<file path="src/bpat_pkg.sv">
package bpat_pkg;

	// table size and derived widths
	localparam int TABLE_ENTRIES = 16;
	localparam int IDX_W = (TABLE_ENTRIES > 1) ? $clog2(TABLE_ENTRIES) : 1;
	localparam int CNT_W = $clog2(TABLE_ENTRIES + 1);
	localparam int WORD_W = 32;
	localparam int COUNT_OUT_W = 5;

	// operation codes carried in the input tuser
	typedef enum logic [1:0] {
		OP_ADD = 2'd0,
		OP_REMOVE = 2'd1,
		OP_CHANGE = 2'd2,
		OP_CHECK = 2'd3
	} op_t;

	// result status codes carried in the output tuser
	typedef enum logic [2:0] {
		ST_DONE = 3'd0,
		ST_GRANTED = 3'd1,
		ST_WRONG = 3'd2,
		ST_MISSING = 3'd3,
		ST_FULL = 3'd4
	} status_t;

	// one table entry
	typedef struct packed {
		logic [WORD_W-1:0] badge;
		logic [WORD_W-1:0] code;
		logic [WORD_W-1:0] visit;
	} entry_t;

	// write request from the sequencer to the table
	typedef struct packed {
		logic we_badge;
		logic we_code;
		logic we_visit;
		logic [IDX_W-1:0] addr;
		entry_t data;
	} wr_req_t;

	// clear every byte after the first zero byte, scanning from the high byte
	function automatic logic [WORD_W-1:0] canon_word(input logic [WORD_W-1:0] w);
		logic [WORD_W-1:0] keep;
		logic stop;
		keep = '0;
		stop = 1'b0;
		for (int b = 3; b >= 0; b--) begin
			if (w[b*8 +: 8] == 8'h00) begin
				stop = 1'b1;
			end
			if (!stop) begin
				keep[b*8 +: 8] = w[b*8 +: 8];
			end
		end
		return keep;
	endfunction

endpackage

</file>
<file path="src/badge_pin_access_table.sv">
// badge_pin_access_table: ordered table of badge entries (badge, code, last visit)
// input channel s_*: tuser carries the operation (add, remove, change code,
// check access); tdata carries badge_id, pin_code and now_time. badge and code
// words are cut at their first zero byte before use.
// output channel m_*: one item per input item; tuser carries the status,
// tdata carries last_visit and entry_count.
// an add passes from the accept through S_RESP into the output register, and
// the sequencer is back in idle as that register loads. remove, change and
// check scan the table one entry per cycle through a single compare on the
// table read port, and a remove then moves each later entry down one slot
// per cycle. s_tready is high only between items.
// the result sits in an output register, so the next item is accepted while
// the previous result waits; a stalled receiver holds a finished item in the
// sequencer until the output register frees.
// reset clears the entry count and the handshake state; the table contents
// are not cleared, and only entries below the count are ever used.
module badge_pin_access_table (
	input logic clk,
	input logic arst_n,
	input logic s_tvalid,
	output logic s_tready,
	input logic [1:0] s_tuser,     // operation
	input logic [95:0] s_tdata,    // badge_id, pin_code, now_time
	output logic m_tvalid,
	input logic m_tready,
	output logic [2:0] m_tuser,    // status
	output logic [39:0] m_tdata    // last_visit, entry_count, zero fill
);

	logic [bpat_pkg::IDX_W-1:0] rd_addr;
	bpat_pkg::entry_t rd_entry;
	bpat_pkg::wr_req_t wr;

	// sequencer with the shared compare and the output register
	bpat_ctrl u_ctrl (
		.clk(clk),
		.arst_n(arst_n),
		.s_tvalid(s_tvalid),
		.s_tready(s_tready),
		.s_tuser(s_tuser),
		.s_tdata(s_tdata),
		.m_tvalid(m_tvalid),
		.m_tready(m_tready),
		.m_tuser(m_tuser),
		.m_tdata(m_tdata),
		.rd_addr(rd_addr),
		.rd_entry(rd_entry),
		.wr(wr)
	);

	// entry storage
	bpat_store u_store (
		.clk(clk),
		.wr(wr),
		.rd_addr(rd_addr),
		.rd_entry(rd_entry)
	);

endmodule

</file>
<file path="src/bpat_store.sv">
module bpat_store (
	input logic clk,
	input bpat_pkg::wr_req_t wr,
	input logic [bpat_pkg::IDX_W-1:0] rd_addr,
	output bpat_pkg::entry_t rd_entry
);

	bpat_pkg::entry_t mem_q [bpat_pkg::TABLE_ENTRIES];
	bpat_pkg::entry_t rd_q;

	// per-field write into the addressed entry
	always_ff @(posedge clk) begin
		if (wr.we_badge) begin
			mem_q[wr.addr].badge <= wr.data.badge;
		end
		if (wr.we_code) begin
			mem_q[wr.addr].code <= wr.data.code;
		end
		if (wr.we_visit) begin
			mem_q[wr.addr].visit <= wr.data.visit;
		end
	end

	// registered read port, data for the presented address appears in the cycle after
	always_ff @(posedge clk) begin
		rd_q <= mem_q[rd_addr];
	end

	assign rd_entry = rd_q;

endmodule

</file>
<file path="src/bpat_ctrl.sv">
module bpat_ctrl (
	input logic clk,
	input logic arst_n,
	input logic s_tvalid,
	output logic s_tready,
	input logic [1:0] s_tuser,     // operation
	input logic [95:0] s_tdata,    // badge_id, pin_code, now_time
	output logic m_tvalid,
	input logic m_tready,
	output logic [2:0] m_tuser,    // status
	output logic [39:0] m_tdata,   // last_visit, entry_count, zero fill
	output logic [bpat_pkg::IDX_W-1:0] rd_addr,
	input bpat_pkg::entry_t rd_entry,
	output bpat_pkg::wr_req_t wr
);

	typedef enum logic [3:0] {
		S_IDLE = 4'b0001,
		S_SCAN = 4'b0010,
		S_SHIFT = 4'b0100,
		S_RESP = 4'b1000
	} state_t;

	state_t state_q;
	logic [bpat_pkg::CNT_W-1:0] idx_q;
	logic [bpat_pkg::CNT_W-1:0] count_q;
	bpat_pkg::op_t op_q;
	logic [bpat_pkg::WORD_W-1:0] badge_q;
	logic [bpat_pkg::WORD_W-1:0] code_q;
	logic [bpat_pkg::WORD_W-1:0] now_q;
	bpat_pkg::status_t res_status_q;
	logic [bpat_pkg::WORD_W-1:0] res_visit_q;
	logic out_valid_q;
	bpat_pkg::status_t out_status_q;
	logic [bpat_pkg::WORD_W-1:0] out_visit_q;
	logic [bpat_pkg::COUNT_OUT_W-1:0] out_count_q;

	logic accept;
	logic out_free;
	logic at_end;
	logic badge_hit;
	logic code_hit;
	logic shift_more;
	logic table_full;
	logic [bpat_pkg::CNT_W-1:0] idx_nxt;
	logic [bpat_pkg::CNT_W-1:0] idx_nxt2;
	bpat_pkg::op_t in_op;
	logic [bpat_pkg::WORD_W-1:0] in_badge;
	logic [bpat_pkg::WORD_W-1:0] in_code;
	logic [bpat_pkg::WORD_W-1:0] in_now;

	// input unpacking and canonical character words
	assign in_op = bpat_pkg::op_t'(s_tuser);
	assign in_badge = bpat_pkg::canon_word(s_tdata[31:0]);
	assign in_code = bpat_pkg::canon_word(s_tdata[63:32]);
	assign in_now = s_tdata[95:64];

	assign s_tready = (state_q == S_IDLE);
	assign accept = s_tvalid && s_tready;
	assign out_free = !out_valid_q || m_tready;

	// shared compare against the entry under the scan pointer
	assign idx_nxt = idx_q + bpat_pkg::CNT_W'(1);
	assign idx_nxt2 = idx_q + bpat_pkg::CNT_W'(2);
	assign at_end = (idx_q == count_q);
	assign badge_hit = (rd_entry.badge == badge_q);
	assign code_hit = (rd_entry.code == code_q);
	assign shift_more = (idx_nxt < count_q);
	assign table_full = (count_q >= bpat_pkg::CNT_W'(bpat_pkg::TABLE_ENTRIES));

	// read address for the next cycle: scan entry, or the entry above the shift slot
	always_comb begin
		case (state_q)
			S_SCAN: begin
				rd_addr = idx_nxt[bpat_pkg::IDX_W-1:0];
			end
			S_SHIFT: begin
				rd_addr = idx_nxt2[bpat_pkg::IDX_W-1:0];
			end
			default: begin
				rd_addr = '0;
			end
		endcase
	end

	// table write requests
	always_comb begin
		wr = '0;
		wr.addr = idx_q[bpat_pkg::IDX_W-1:0];
		case (state_q)
			S_IDLE: begin
				if (accept && in_op == bpat_pkg::OP_ADD && !table_full) begin
					wr.we_badge = 1'b1;
					wr.we_code = 1'b1;
					wr.we_visit = 1'b1;
					wr.addr = count_q[bpat_pkg::IDX_W-1:0];
					wr.data.badge = in_badge;
					wr.data.code = in_code;
					wr.data.visit = in_now;
				end
			end
			S_SCAN: begin
				if (!at_end && badge_hit) begin
					wr.data.code = code_q;
					wr.data.visit = now_q;
					wr.we_code = (op_q == bpat_pkg::OP_CHANGE);
					wr.we_visit = (op_q == bpat_pkg::OP_CHECK) && code_hit;
				end
			end
			S_SHIFT: begin
				if (shift_more) begin
					wr.we_badge = 1'b1;
					wr.we_code = 1'b1;
					wr.we_visit = 1'b1;
					wr.data = rd_entry;
				end
			end
			default: begin
				wr = '0;
			end
		endcase
	end

	// item capture, sequencer and result staging
	always_ff @(posedge clk or negedge arst_n) begin
		if (!arst_n) begin
			state_q <= S_IDLE;
			idx_q <= '0;
			count_q <= '0;
			out_valid_q <= 1'b0;
		end else begin
			// output register load or drain
			if (state_q == S_RESP && out_free) begin
				out_valid_q <= 1'b1;
			end else if (m_tready) begin
				out_valid_q <= 1'b0;
			end
			case (state_q)
				S_IDLE: begin
					if (accept) begin
						idx_q <= '0;
						if (in_op == bpat_pkg::OP_ADD) begin
							state_q <= S_RESP;
							if (!table_full) begin
								count_q <= count_q + bpat_pkg::CNT_W'(1);
							end
						end else begin
							state_q <= S_SCAN;
						end
					end
				end
				S_SCAN: begin
					if (at_end) begin
						state_q <= S_RESP;
					end else if (badge_hit) begin
						state_q <= (op_q == bpat_pkg::OP_REMOVE) ? S_SHIFT : S_RESP;
					end else begin
						idx_q <= idx_nxt;
					end
				end
				S_SHIFT: begin
					if (shift_more) begin
						idx_q <= idx_nxt;
					end else begin
						count_q <= count_q - bpat_pkg::CNT_W'(1);
						state_q <= S_RESP;
					end
				end
				S_RESP: begin
					if (out_free) begin
						state_q <= S_IDLE;
					end
				end
				default: begin
					state_q <= S_IDLE;
				end
			endcase
		end
	end

	// payload registers
	always_ff @(posedge clk) begin
		case (state_q)
			S_IDLE: begin
				if (accept) begin
					op_q <= in_op;
					badge_q <= in_badge;
					code_q <= in_code;
					now_q <= in_now;
					res_visit_q <= '0;
					if (in_op == bpat_pkg::OP_ADD && table_full) begin
						res_status_q <= bpat_pkg::ST_FULL;
					end else begin
						res_status_q <= bpat_pkg::ST_DONE;
					end
				end
			end
			S_SCAN: begin
				if (at_end) begin
					res_status_q <= bpat_pkg::ST_MISSING;
				end else if (badge_hit && op_q == bpat_pkg::OP_CHECK) begin
					if (code_hit) begin
						res_status_q <= bpat_pkg::ST_GRANTED;
						res_visit_q <= now_q;
					end else begin
						res_status_q <= bpat_pkg::ST_WRONG;
					end
				end
			end
			S_RESP: begin
				if (out_free) begin
					out_status_q <= res_status_q;
					out_visit_q <= res_visit_q;
					out_count_q <= bpat_pkg::COUNT_OUT_W'(count_q);
				end
			end
			default: begin
			end
		endcase
	end

	// output channel
	assign m_tvalid = out_valid_q;
	assign m_tuser = out_status_q;
	assign m_tdata = {3'b000, out_count_q, out_visit_q};

endmodule

</file>
<file path="config.mk">
export PLATFORM = sky130hd
export DESIGN_NAME = badge_pin_access_table
export DESIGN_NICKNAME = d
export VERILOG_FILES = /design/src/bpat_pkg.sv /design/src/badge_pin_access_table.sv /design/src/bpat_store.sv /design/src/bpat_ctrl.sv
export SDC_FILE = /design/constraint.sdc
export NUM_CORES = 2
export LEC_CHECK = 0
export ABC_AREA = 1
export BUFFER_PORTS_ARGS = -buffer_cell sky130_fd_sc_hd__buf_4
export CORE_AREA = 5 5 465 467
export DETAILED_ROUTE_END_ITERATION = 8
export DIE_AREA = 0 0 470 472
export PLACE_DENSITY_LB_ADDON = 0.3
export SLEW_MARGIN = 25
export SYNTH_ARGS = -nofsm -noshare
export SYNTH_HDL_FRONTEND = slang
export SYNTH_HIERARCHICAL = 1
export SYNTH_SLANG_ARGS = --single-unit
</file>
<file path="constraint.sdc">
create_clock -name clk -period 16.4 [get_ports clk]
set_clock_uncertainty 0.1 [all_clocks]
set_input_delay 1.64 -clock clk [delete_from_list [all_inputs] [get_ports clk]]
set_output_delay 1.64 -clock clk [all_outputs]
set_load 0.005 [all_outputs]
</file>
# After elaboration in Yosys (flattened, before gate mapping)
# Memories as Yosys holds them, arrays and structs flattened. A register that Yosys moved wholly into a read port is not among the register bits.
# Index checks and enable logic that the tools add are counted.
totals:
  register_bits: 188
  mem_bits_rw: 1536
  inputBits: 102
  output_inout_bits: 45
  wordCells: 139
  memories: 1
classes:
  n_addsub: 4
  order_cmp: 2
  eq_ne: 22
  n_mux: 64
  reduce_logical: 33
mem_list:
  columns: ["name", "words", "word_bits", "rd", "rd_clocked_by_memory_dff", "write_ports", "line_no", "source"]
  rows:
  - ["u_store.mem_q", 16, 96, 1, 1, 1, "bpat_store.sv:8", "bpat_pkg::entry_t mem_q [bpat_pkg::TABLE_ENTRIES];"]
ops:
  columns: ["cell", "count"]
  rows:
  - ["case mux 64 bit (3 select lines)", 1]
  - ["two-way mux 32 bit", 4]
  - ["case mux 32 bit (2 select lines)", 2]
  - ["two-way mux 103 bit", 1]
  - ["two-way mux 96 bit", 1]
  - ["equality test 32 bit", 2]
  - ["zero test 8 bit", 8]
  - ["two-way mux 64 bit", 1]
  - ["two-way mux 8 bit", 8]
  - ["two-way mux 5 bit", 8]
  - ["two-way mux 4 bit", 7]
  - ["two-way mux 1 bit", 16]
  - ["case mux 4 bit (2 select lines)", 2]
  - ["case mux 4 bit (4 select lines)", 1]
  - ["two-way mux 3 bit", 5]
  - ["case mux 5 bit (3 select lines)", 1]
  - ["AND reduction 5 bit", 3]
  - ["!= test 2 bit (second input constant)", 6]
  - ["adder 5 x 1 -> 5 bit (second input constant)", 2]
  - ["case mux 5 bit (2 select lines)", 1]
  - ["logical AND 1 bit", 8]
  - ["!= test 2 x 1 -> 1 bit (second input constant)", 4]
  - ["!= test 3 x 1 -> 1 bit (second input constant)", 2]
  - ["case mux 2 bit (3 select lines)", 1]
  - ["other kinds (23)", 30]

# Depth between registers and ports, before layout
logic_depth:
  depth_word: 10
  mapped_depth: 17
  ltp_nobuf: 15

# By module
# Netlist, hierarchy kept.
by_module_without_submodules:
  columns: ["mod", "n_inst", "cells_each", "area_per_inst_um2", "seq_area_each_um2"]
  rows:
  - ["bpat_store", 1, 6359, 67825.0, 48046.1]
  - ["bpat_ctrl", 1, 1065, 9836.9, 5571.6]

# Worst setup path before layout
# Ideal clock, no wire load.
synth_timing:
  path_kind: "input to register"
  from: "input s_tvalid"
  to: "memory u_store/mem_q[5][0] in the netlist's numbering, enable pin"
  setup_time_ns: 0.421
  arrival_time_ns: 5.622
  t_required_ns: 15.879
  slack_ns: 10.257
  path_stages: 11
  path_buffers: 1
  cell_sequence: "inv_1 > nor2_4 > inv_2 > nor3_2 > buf_4 > inv_2 > o22ai_1 > inv_1 > nor2_1 > nand2_1 > nor2_1"
synth_rtl:
  columns: ["item", "line_no", "source"]
  rows:
  - ["start: declaration", "badge_pin_access_table.sv:20", "input logic s_tvalid,"]
  - ["end: declaration", "bpat_store.sv:8", null]

==> impl_results.md <==
* GP Congestion at 0.772
* Vias per cell at 4.21
* Largest net degree at the start of global routing at 198
* DIE AREA at 0.222 mm2
* Setup TNS at 0 ps
* Tmin final at 5540 ps
* Worst EP required at 16,680 ps
* Post-CTS setup buffers at 0
* Post-Syn Instances at 5,262
* Post-DP HPWL at 75,600 um
* Share of layout cells above drive strength 1 at 0.0895
* Routed WL at 140,000 um
* RSZ-0062 raised after global routing: false
* Total grt overflow at 0
* Max_slew headroom at 0.278
* Inserted Clock Buffers at 132
* CTS tree: yes
* Critical Path AT at 5820 ps
* MaxCap Viol Count at 0
* Maximum fanout along the worst path at 32
* Core Region at 0.211 mm2
* Status: finished clean
* Chip width at 470 um
* Die Y at 472 um
* Mapped cell area at 0.0549 mm2
* Antenna violations before repair at 2
* Worst setup margin at 10,860 ps
* Final Non-Filler Cells at 8,230
* Tot GR Track Use at 0.123
* Area growth from synthesis to layout at 14.7%
* Vias in the first global route at 33,600
* Hold Vio Cnt, Final at 0
* Drt first pass iters at 8
* Nets at 5,414
* Cts hold-fix bufs at 0
* Clock Tree Root: clkbuf_16
* Drt drc at 0
* Resize count post-CTS at 0
* LEAKAGE at 26.0 nW
* Worst Tran Pin Value at 1080 ps
* Max Buffers Root-to-Sink at 3
* Max Slew Vio Count at 0
* Final antenna-violating net count at 0
* Startpoint Class: flip-flop
* Power, Total at 8.46 mW
* VDD IR max at 0.104 mV
* Pre-CTS setup slack at 10,790 ps
* WHS at 316 ps
* Num ports at 147
* Port Buffer Count at 143
* Worst-skew pair later-pin latency at 760 ps
* Max Clock Freq at 180 MHz
* CTS sink cnt at 1,276
* Final period util at 0.338
* Routed wire per std cell at 17.0 um
* Initial Util at 0.260
* Placed cells at 7,987
* Pwr dens at 134 mW/mm2
* Syn. warnings at 6
* Avg Inst Size Synth at 10.4 um2
* Hold Path Class: flip-flop to flip-flop
* First-pass GRT wire length at 211,000 um
* Setup-failing EPs final at 0
* Via count at 34,600
* Clk slew on worst S/H paths at 60 ps
* CP Class: flip-flop to flip-flop
* H-tree levels at 4
* CP endpoint kind: flip-flop
* Row count at 169
* DRT iter0 DRCs at 2,514
==> worst max-delay path, cell delays in order, from the launching register on <==
cell and delay (ps):
dfrtp_1 450, ha_1 240, xnor2_1 290, nand2_1 90, o21ai_0 220, inv_1 90
ha_1 290, nand2_1 90, o21ai_0 100, nor2_1 170, nand2_2 390, inv_2 790
buf_4 490, nor2_1 120, nand2_1 110, inv_1 40, buf_4 260, nor2_4 140
buf_4 550
==> area by class of cell <==
class	count	area (um2)
Clock buffer	184	3800
Clock inverter	56	414
Tap cell	2821	3530
Timing Repair Buffer	213	1680
Multi-Input combinational cell	2759	12400
Fill cell	21500	148000
Sequential cell	1276	37600
Inverter	919	3480
Antenna cell	2	5.00
==> metrics by stage <==
stage | utilization | area (um2)
final | 0.298 | 62900
after global routing | 0.298 | 62900
after CTS | 0.298 | 62900
after detailed placement | 0.278 | 58600
after global placement | 0.277 | 58600
after floorplan | - | 54900
==> placed cells by master (no fill, tap or decap), types with 5 or more instances in the layout <==
cell	n
o21ai_2	11
clkinv_8	5
clkbuf_8	15
a22o_1	10
dfrtp_1	14
inv_2	5
clkinv_1	18
nand2_1	1608
nand3_1	819
buf_4	207
ha_1	10
nor2_1	124
clkbuf_1	30
clkinv_2	23
nand4_1	9
a21oi_1	6
nor4_1	7
o21ai_0	12
o21ai_1	5
nor2_4	34
nor3_1	5
clkbuf_16	139
xnor2_1	56
inv_1	908
nand2_2	5
dfxtp_1	64
nor2_2	6
xor2_1	6
edfxtp_1	1197
==> path summary, 6_finish.rpt <==
path	from	end	slack [ps]	cells past startpoint
max in group asynchronous	arst_n	u_ctrl/state_q[0]	15290	1
hold reg to reg	u_ctrl/res_visit_q[18]	u_ctrl/out_visit_q[18]	320	0
setup reg to reg	u_ctrl/idx_q[1]	u_store/mem_q[9][57]	10860	18
min in group asynchronous	arst_n	u_ctrl/count_q[2]	640	1
setup / recovery	u_ctrl/idx_q[1]	u_store/mem_q[9][57]	10860	18
hold / removal	u_ctrl/res_visit_q[18]	u_ctrl/out_visit_q[18]	320	0
==> where the power goes <==
part           switching [mW]  internal (mW)
Clock                    1.26           1.66
Sequential              0.127           3.86
Combinational            1.09          0.467
==> per-layer routing <==
layer / share of wire / global-route usage
met2: 0.48 / 0.209
met4: 0.025 / 0.0366
met1: 0.45 / 0.163
met5: 0 / 0
met3: 0.046 / 0.0178
==> flip-flops by register name (all words and copies together), names as in the netlist <==
name	cells
u_ctrl/m_tvalid	1
u_ctrl/code_q	32
u_ctrl/now_q	32
u_ctrl/m_tuser	3
u_ctrl/out_visit_q	32
u_ctrl/badge_q	32
u_store/rd_entry	64
u_ctrl/op_q	2
u_ctrl/res_status_q	3
u_ctrl/count_q	5
u_ctrl/out_count_q	5
u_ctrl/res_visit_q	32
u_ctrl/state_q	4
u_store/mem_q	1024
u_ctrl/idx_q	5
(Power assumes the default switching activity.)
